--- config.mk ---
export PLATFORM = sky130hd
export DESIGN_NAME = arming_safety_interlock_fsm_top_flat
export DESIGN_NICKNAME = d
export VERILOG_FILES = /design/src/hw/rtl/asif_pkg.sv /design/src/hw/rtl/asif_if.sv /design/src/hw/rtl/asif_fsm.sv /design/src/hw/rtl/arming_safety_interlock_fsm_top.sv /design/src/flat_wrapper.sv
export SDC_FILE = /design/constraint.sdc
export NUM_CORES = 1
export LEC_CHECK = 0
export BUFFER_PORTS_ARGS = -buffer_cell sky130_fd_sc_hd__buf_2
export CAP_MARGIN = 0
export CORE_UTILIZATION = 50
export CTS_CLUSTER_DIAMETER = 150
export DETAILED_ROUTE_END_ITERATION = 16
export GPL_TIMING_DRIVEN = 0
export PLACE_DENSITY_LB_ADDON = 0.25
export SYNTH_ARGS = -nofsm -noshare
export SYNTH_HDL_FRONTEND = slang
export SYNTH_SLANG_ARGS = --single-unit
--- constraint.sdc ---
create_clock -name i_clk -period 2.9 [get_ports i_clk]
set_input_delay 0.58 -clock i_clk [delete_from_list [all_inputs] [get_ports i_clk]]
set_output_delay 0.58 -clock i_clk [all_outputs]
set_load 0.005 [all_outputs]
--- src/hw/rtl/asif_pkg.sv ---
`default_nettype none

package asif_pkg;

    localparam int unsigned MS_W    = 16;
    localparam int unsigned CNT_W   = 8;
    localparam int unsigned LQ_W    = 8;
    localparam int unsigned STATE_W = 3;
    localparam int unsigned CFG_IDX_W = 8;
    localparam int unsigned CFG_DAT_W = 16;

    localparam logic [CNT_W-1:0] COUNT_MAX = 8'd255;

    // register indexes
    localparam logic [CFG_IDX_W-1:0] REG_FAILSAFE_TIMEOUT = 8'd0;
    localparam logic [CFG_IDX_W-1:0] REG_ARM_DEBOUNCE     = 8'd1;

    localparam logic [MS_W-1:0]  RST_FAILSAFE_TIMEOUT = 16'd500;
    localparam logic [CNT_W-1:0] RST_ARM_DEBOUNCE     = 8'd5;

    // arm state codes as seen on the output
    localparam logic [STATE_W-1:0] ST_BOOT     = 3'd0;
    localparam logic [STATE_W-1:0] ST_DISARMED = 3'd1;
    localparam logic [STATE_W-1:0] ST_ARMED    = 3'd2;
    localparam logic [STATE_W-1:0] ST_FAILSAFE = 3'd3;
    localparam logic [STATE_W-1:0] ST_ERROR    = 3'd4;

    typedef struct packed {
        logic            frame_valid;
        logic            switch_seen_low;
        logic            spin_stick_zero;
        logic            link_healthy;
        logic            sensors_ok;
        logic            switch_high_now;
        logic [LQ_W-1:0] link_quality;
        logic            battery_present;
        logic            vbat_sane;
        logic            low_voltage_critical;
        logic            settings_valid;
        logic [MS_W-1:0] ms_since_frame;
    } t_in;

    typedef struct packed {
        logic [STATE_W-1:0] arm_state_out;
        logic [CNT_W-1:0]   debounce_count;
    } t_out;

endpackage

`default_nettype wire

--- src/hw/rtl/asif_if.sv ---
`default_nettype none

interface asif_in_if;
    logic           valid;
    logic           ready;
    asif_pkg::t_in  data;

    modport source (output valid, output data, input ready);
    modport sink   (input valid, input data, output ready);
endinterface

interface asif_out_if;
    logic           valid;
    logic           ready;
    asif_pkg::t_out data;

    modport source (output valid, output data, input ready);
    modport sink   (input valid, input data, output ready);
endinterface

interface asif_cfg_if;
    logic                                valid;
    logic                                ready;
    logic [asif_pkg::CFG_IDX_W-1:0]      index;
    logic [asif_pkg::CFG_DAT_W-1:0]      data;

    modport source (output valid, output index, output data, input ready);
    modport sink   (input valid, input index, input data, output ready);
endinterface

`default_nettype wire

--- src/hw/rtl/asif_fsm.sv ---
`default_nettype none

module asif_fsm (
    input  wire logic                          i_clk,
    input  wire logic                          i_rst_n,
    input  wire logic                          i_step,
    input  wire asif_pkg::t_in                 i_item,
    input  wire logic [asif_pkg::MS_W-1:0]     i_timeout,
    input  wire logic [asif_pkg::CNT_W-1:0]    i_debounce,
    output asif_pkg::t_out                     o_result
);

    typedef enum logic [asif_pkg::STATE_W-1:0] {
        BOOT     = asif_pkg::ST_BOOT,
        DISARMED = asif_pkg::ST_DISARMED,
        ARMED    = asif_pkg::ST_ARMED,
        FAILSAFE = asif_pkg::ST_FAILSAFE,
        ERROR    = asif_pkg::ST_ERROR
    } t_state;

    t_state                       r_state, n_state;
    logic [asif_pkg::CNT_W-1:0]   r_cnt, n_cnt;
    logic                         r_batt, n_batt;

    logic                         running;
    logic                         link_lost;
    logic                         hard_fault;
    logic                         sw_low_only;
    logic [asif_pkg::CNT_W-1:0]   cnt_inc;
    logic                         arm_ok;

    assign running     = (r_state != BOOT) && (r_state != ERROR);
    assign link_lost   = (i_item.link_quality == '0) || (i_item.ms_since_frame > i_timeout);
    assign hard_fault  = i_item.low_voltage_critical || !i_item.vbat_sane
                         || !i_item.settings_valid;
    assign sw_low_only = i_item.frame_valid && i_item.switch_seen_low
                         && !i_item.switch_high_now;
    assign cnt_inc     = (r_cnt == asif_pkg::COUNT_MAX) ? r_cnt : r_cnt + 1'b1;

    always_comb begin
        n_state = r_state;
        n_cnt   = r_cnt;
        n_batt  = r_batt;
        arm_ok  = 1'b0;
        if (running && link_lost) begin
            n_state = FAILSAFE;
            n_cnt   = '0;
        end else if (running && hard_fault) begin
            n_state = ERROR;
            n_cnt   = '0;
        end else if (r_state == ARMED && !r_batt && i_item.battery_present) begin
            // battery hot-plugged while armed
            n_state = DISARMED;
            n_cnt   = '0;
            n_batt  = i_item.battery_present;
        end else begin
            n_batt = i_item.battery_present;
            if (r_state != BOOT && !i_item.sensors_ok) begin
                n_state = ERROR;
                n_cnt   = '0;
            end else begin
                n_cnt = (i_item.frame_valid && i_item.switch_high_now) ? cnt_inc : '0;
                arm_ok = i_item.frame_valid && i_item.switch_seen_low
                         && i_item.spin_stick_zero && i_item.link_healthy
                         && i_item.sensors_ok && i_item.switch_high_now
                         && (i_item.link_quality != '0) && i_item.battery_present
                         && i_item.vbat_sane && !i_item.low_voltage_critical
                         && i_item.settings_valid && (n_cnt >= i_debounce);
                case (r_state)
                    BOOT: begin
                        n_state = sw_low_only ? DISARMED : BOOT;
                    end
                    DISARMED: begin
                        n_state = arm_ok ? ARMED : DISARMED;
                    end
                    ARMED: begin
                        if (!i_item.switch_high_now) begin
                            n_state = DISARMED;
                            n_cnt   = '0;
                        end
                    end
                    FAILSAFE: begin
                        if (i_item.link_healthy && (i_item.link_quality != '0) && sw_low_only)
                            n_state = DISARMED;
                    end
                    ERROR: begin
                        if (i_item.sensors_ok && sw_low_only)
                            n_state = DISARMED;
                    end
                    default: begin
                        n_state = ERROR;
                    end
                endcase
            end
        end
    end

    always_ff @(posedge i_clk) begin
        if (!i_rst_n) begin
            r_state <= BOOT;
            r_cnt   <= '0;
            r_batt  <= 1'b0;
        end else if (i_step) begin
            r_state <= n_state;
            r_cnt   <= n_cnt;
            r_batt  <= n_batt;
        end
    end

    assign o_result.arm_state_out  = n_state;
    assign o_result.debounce_count = n_cnt;

endmodule

`default_nettype wire

--- src/hw/rtl/arming_safety_interlock_fsm_top.sv ---
// an accepted item is held in the input register, and its result is shown from the result register
// throughput: one item per cycle while the result register is free or being drained; the arm
// state updates once per item between the input register and the result register
// reset (synchronous, active low): arm state boot, debounce count zero,
// battery flag clear, timeout 500 ms, debounce threshold 5, both registers empty
`default_nettype none

module arming_safety_interlock_fsm_top (
    input  wire logic    i_clk,
    input  wire logic    i_rst_n,
    asif_in_if.sink      i_in,
    asif_out_if.source   o_out,
    asif_cfg_if.sink     i_cfg
);

    // configuration registers
    logic [asif_pkg::MS_W-1:0]  r_timeout;
    logic [asif_pkg::CNT_W-1:0] r_debounce;

    // input register
    logic                       r_in_vld;
    asif_pkg::t_in              r_in;

    // result register
    logic                       r_out_vld;
    asif_pkg::t_out             r_out;

    logic                       step;
    asif_pkg::t_out             result;

    // the held item moves on when the result register is free or being drained
    assign step        = r_in_vld && (!r_out_vld || o_out.ready);
    // take a new item whenever the input register empties in this cycle
    assign i_in.ready  = !r_in_vld || step;
    // writes are never held off; the user must issue them only while idle, the block does not enforce it
    assign i_cfg.ready = 1'b1;

    always_ff @(posedge i_clk) begin
        if (!i_rst_n) begin
            r_timeout  <= asif_pkg::RST_FAILSAFE_TIMEOUT;
            r_debounce <= asif_pkg::RST_ARM_DEBOUNCE;
        end else if (i_cfg.valid) begin
            case (i_cfg.index)
                asif_pkg::REG_FAILSAFE_TIMEOUT: r_timeout  <= i_cfg.data;
                asif_pkg::REG_ARM_DEBOUNCE:     r_debounce <= i_cfg.data[asif_pkg::CNT_W-1:0];
                default: begin
                    // unknown index, write dropped
                end
            endcase
        end
    end

    always_ff @(posedge i_clk) begin
        if (!i_rst_n) begin
            r_in_vld <= 1'b0;
        end else if (i_in.ready) begin
            r_in_vld <= i_in.valid;
        end
    end

    always_ff @(posedge i_clk) begin
        if (i_in.valid && i_in.ready) begin
            r_in <= i_in.data;
        end
    end

    // arm state machine: state moves forward once per item in the input register
    asif_fsm u_fsm (
        .i_clk      (i_clk),
        .i_rst_n    (i_rst_n),
        .i_step     (step),
        .i_item     (r_in),
        .i_timeout  (r_timeout),
        .i_debounce (r_debounce),
        .o_result   (result)
    );

    always_ff @(posedge i_clk) begin
        if (!i_rst_n) begin
            r_out_vld <= 1'b0;
        end else if (!r_out_vld || o_out.ready) begin
            r_out_vld <= r_in_vld;
        end
    end

    always_ff @(posedge i_clk) begin
        if (step) begin
            r_out <= result;
        end
    end

    assign o_out.valid = r_out_vld;
    assign o_out.data  = r_out;

endmodule

`default_nettype wire

--- src/flat_wrapper.sv ---
// flat-port wrapper written by rule: the top's interface ports become plain ports
module arming_safety_interlock_fsm_top_flat 
  (i_clk, i_rst_n, i_in_valid, i_in_data, i_in_ready, o_out_valid, o_out_data, o_out_ready, i_cfg_valid, i_cfg_index, i_cfg_data, i_cfg_ready);
  asif_in_if i_in_i ();
  asif_out_if o_out_i ();
  asif_cfg_if i_cfg_i ();
  input  wire logic i_clk;
  input  wire logic i_rst_n;
  input wire logic [$bits(i_in_i.valid)-1:0] i_in_valid;
  input wire logic [$bits(i_in_i.data)-1:0] i_in_data;
  output wire logic [$bits(i_in_i.ready)-1:0] i_in_ready;
  output wire logic [$bits(o_out_i.valid)-1:0] o_out_valid;
  output wire logic [$bits(o_out_i.data)-1:0] o_out_data;
  input wire logic [$bits(o_out_i.ready)-1:0] o_out_ready;
  input wire logic [$bits(i_cfg_i.valid)-1:0] i_cfg_valid;
  input wire logic [$bits(i_cfg_i.index)-1:0] i_cfg_index;
  input wire logic [$bits(i_cfg_i.data)-1:0] i_cfg_data;
  output wire logic [$bits(i_cfg_i.ready)-1:0] i_cfg_ready;
  assign i_in_i.valid = i_in_valid;
  assign i_in_i.data = i_in_data;
  assign i_in_ready = i_in_i.ready;
  assign o_out_valid = o_out_i.valid;
  assign o_out_data = o_out_i.data;
  assign o_out_i.ready = o_out_ready;
  assign i_cfg_i.valid = i_cfg_valid;
  assign i_cfg_i.index = i_cfg_index;
  assign i_cfg_i.data = i_cfg_data;
  assign i_cfg_ready = i_cfg_i.ready;
  arming_safety_interlock_fsm_top u_core (.i_clk(i_clk), .i_rst_n(i_rst_n), .i_in(i_in_i), .o_out(o_out_i), .i_cfg(i_cfg_i));
endmodule
==> out/qor.yml <==
grt_start_max_net_pins: 35
cts_buffer_depth: 2
ff_latch_area_mm2: 0.00213
dp.cells: 526
layout-drive-gt1-share_pct: 30.8
grt_usage_pct: 20.5
pwr-share-clk_pct: 35.2
regToRegSetupSlack_ns: 0.02
multiInputGateArea_mm2: 0.00169
cts_tree: "yes"
synth-async-reset-ratio_pct: 0
hold_path_class: "in -> reg"
wl_per_cell_um: 14.1
finalWeightedCongestion: 0.888
whs_endpoint: "u_core.r_in[3]"
grt_pass1_vias: 2900
final_max_slew_viol_count: 0
cts.reportedPaths.clkPinSlew_ns: 0.08
reg2reg_from: "u_core.u_fsm.r_cnt[5]"
start_util_pct: 52.8
startpoint_type: "flip-flop"
ctsHoldBuffers: 0
layout.cells.non_filler: 553
core_mm2: 0.00737
ys_warn_count: 0
ys_seq_elements: 83
finalCritPeriodShare_pct: 99.4
r2r-end: "u_core.o_out.data[9]"
pwr-share-seq_pct: 56.3
tns_ns: 0
ys.flop_type: "edfxtp_1"
crit_required_ns: 2.99
antenna_found_initial: 0
synth.distinct_cells: 53
cap_violations: 0
worstHoldStart: "i_in_data[3]"
cts.sinks: 83
postPlaceCellArea_mm2: 0.00439
cp_max_fo: 5
cts_buffers: 9
grt_pass1_wl_mm: 13.0
fmax_mhz: 347
core.rowCount: 31
final_util_pct: 64.6
slew_headroom_pct: 44.7
skew_ns: 0.00943
grt_overflow_total: 0
die_w_um: 90.2
area_growth_pct: 22.5
fin_hold_ws_ns: 0.401
cp-end-kind: "flip-flop"
htree_levels: 3
clkLatencyLatePin_ns: 0.35
wl_mm: 7.81
syn_area_mm2: 0.00389
hold_violations: 0
max_slew.worst_pin.slew_ns: 0.830
layout.nets: 536
drtPass1Iterations: 4
avgSynthCellArea_um2: 11.0
io_pins: 77
route.detailed.drc: 0
pre_cts_ws_ns: -0.363
setup_ws_ns: 0.0186
dpl.hpwl_mm: 5.61
r2r_cells: 13
finalCriticalPeriod_ns: 2.88
clockRootBuffer: "clkbuf_8"
p_sw_mw: 0.529
crit_arrival_ns: 2.97
synth_nets: 439
ant_nets: 0
worst-setup-path-type: "reg -> reg"
io_buffers: 75
p_per_area_mw_per_mm2: 487
status: "finished, final reports clean"
die_h_um: 90.2
synthCells: 352
intPower_mw: 1.79
fillers: 615
yosysSeqAreaShare_pct: 54.3
rsz0062_at_grt: "yes"
drt_iter0_drc: 113
synth_edf_count: 45
holdPathStages: 1
antenna_cells: 0
power.total_mw: 2.32
viasPerCell: 5.23
fin_area_mm2: 0.00476
die_area_mm2: 0.00813
peakVddDrop_mv: 0.393
vias: 2893
p_sw_share_pct: 22.8
power_leakage_nw: 2.02
setup-violations-final: 0
combPwrFrac_pct: 8.6
-- Yosys cell counts (3+ instances only) --
cell type	instances	area share [%]
nor3_1	4	0.51
o211ai_1	8	1.5
nor2b_1	22	3.5
nor2_1	21	2.0
nand2_1	27	2.6
dfxtp_1	38	20
or3_1	3	0.48
ha_1	24	7.7
a211o_1	3	0.68
nand2b_1	5	0.80
o21ai_0	8	1.0
a21oi_1	9	1.2
nand4_1	8	1.3
mux2i_1	19	4.9
nor2_2	3	0.48
a211oi_1	3	0.58
edfxtp_1	45	35
clkbuf_1	4	0.39
nor4_1	4	0.64
nand3_1	14	1.8
inv_1	32	3.1
o21ai_2	8	1.8
-- critical path: stages, from the launching register on --
cell	delay, ns
dfxtp_2	0.34
and4_4	0.25
nand4_4	0.15
and2_4	0.18
a211o_1	0.29
inv_1	0.07
ha_1	0.22
o21a_1	0.17
o211ai_1	0.16
o21ai_1	0.10
maj3_2	0.34
a21oi_4	0.15
o31a_1	0.16
nand2_1	0.06
-- registers in the layout, indices dropped and copies added (netlist names) --
| register | cells |
|---|---|
| u_core.o_out.valid | 1 |
| u_core.u_fsm.r_batt | 1 |
| u_core.r_debounce | 8 |
| u_core.r_in | 34 |
| u_core.r_timeout | 16 |
| u_core.u_fsm.r_cnt | 8 |
| u_core.u_fsm.r_state | 3 |
| u_core.r_in_vld | 1 |
| u_core.o_out.data | 11 |
-- area by class of cell --
cell class	count	area share, %
plain buffers	8	0.841
clock buffers	11	2.97
clock inverters	5	1.13
inverters	32	2.52
multi-input cells	228	35.5
flip-flops and latches	83	44.7
well taps	99	2.60
repair buffers	87	9.77
-- cell families after synthesis --
logic type,count (synthesis),synth area share (%)
AND/OR/NAND/NOR,122,16.5
flip-flops,83,54.3
AO/OA/AOI/OAI,57,11.1
buffers and inverters,41,4.22
adder cells (fa/ha/maj),25,8.01
multiplexers,19,4.89
XOR/XNOR,4,0.901
other,1,0.0965
-- repair_timing --
action	in CTS	in global routing
resized for setup	18	5
endpoints found under the setup margin	4	4
setup buffers	9	3
cloned	0	0
pin swaps	8	5
-- power groups by stage --
stage | registers, mW | logic (mW) | clock network, mW
5_1_grt | 1.31 | 0.222 | 0.888
2_1_floorplan | 1.33 | 0.105 | 0
3_3_place_gp | 1.33 | 0.186 | 0
6_report | 1.30 | 0.199 | 0.815
4_1_cts | 1.30 | 0.194 | 0.834
3_5_place_dp | 1.33 | 0.190 | 0
-- how the worst max path moves through the flow --
stage	slack (ns)	cells after the start	endpoint	from
after global placement	-0.32	12	u_core.o_out.data[9]	u_core.u_fsm.r_cnt[0]
final	0.02	13	u_core.o_out.data[9]	u_core.u_fsm.r_cnt[5]
after global routing	-0.07	12	u_core.o_out.data[9]	u_core.u_fsm.r_cnt[2]
after detailed placement	-0.36	12	u_core.o_out.data[9]	u_core.u_fsm.r_cnt[0]
after CTS	0.02	12	u_core.o_out.data[9]	u_core.u_fsm.r_cnt[5]
after floorplan	0.02	12	u_core.o_out.data[9]	u_core.u_fsm.r_cnt[0]
-- placed cells by master (no fill, tap or decap), types with 4 or more instances in the layout --
cell,Yosys,final
dfxtp_1,38,32
nor4_1,4,4
clkbuf_1,4,4
nand2b_1,5,4
o211ai_1,8,8
clkbuf_8,0,10
nand2_1,27,27
inv_1,32,32
ha_1,24,23
buf_2,2,77
nor3_1,4,4
nor2b_1,22,22
nand4_1,8,8
o21ai_0,8,7
mux2i_1,19,19
nand3_1,14,13
a21oi_1,9,9
o21ai_2,8,8
edfxtp_1,45,45
nor2_1,21,21
buf_4,2,14
-- layer usage --
layer / global-route usage [%] / share of wire, % / routed length [um] / vias to the layer above
met5: 0 / 0 / 0 / -
met4: 5.78 / 1.2 / 95 / 0
met3: 6.18 / 5.9 / 462 / 9
met2: 34.6 / 49 / 3820 / 90
met1: 25.4 / 44 / 3440 / 1333
li1: - / - / - / 1461
(Power assumes the default switching activity.)
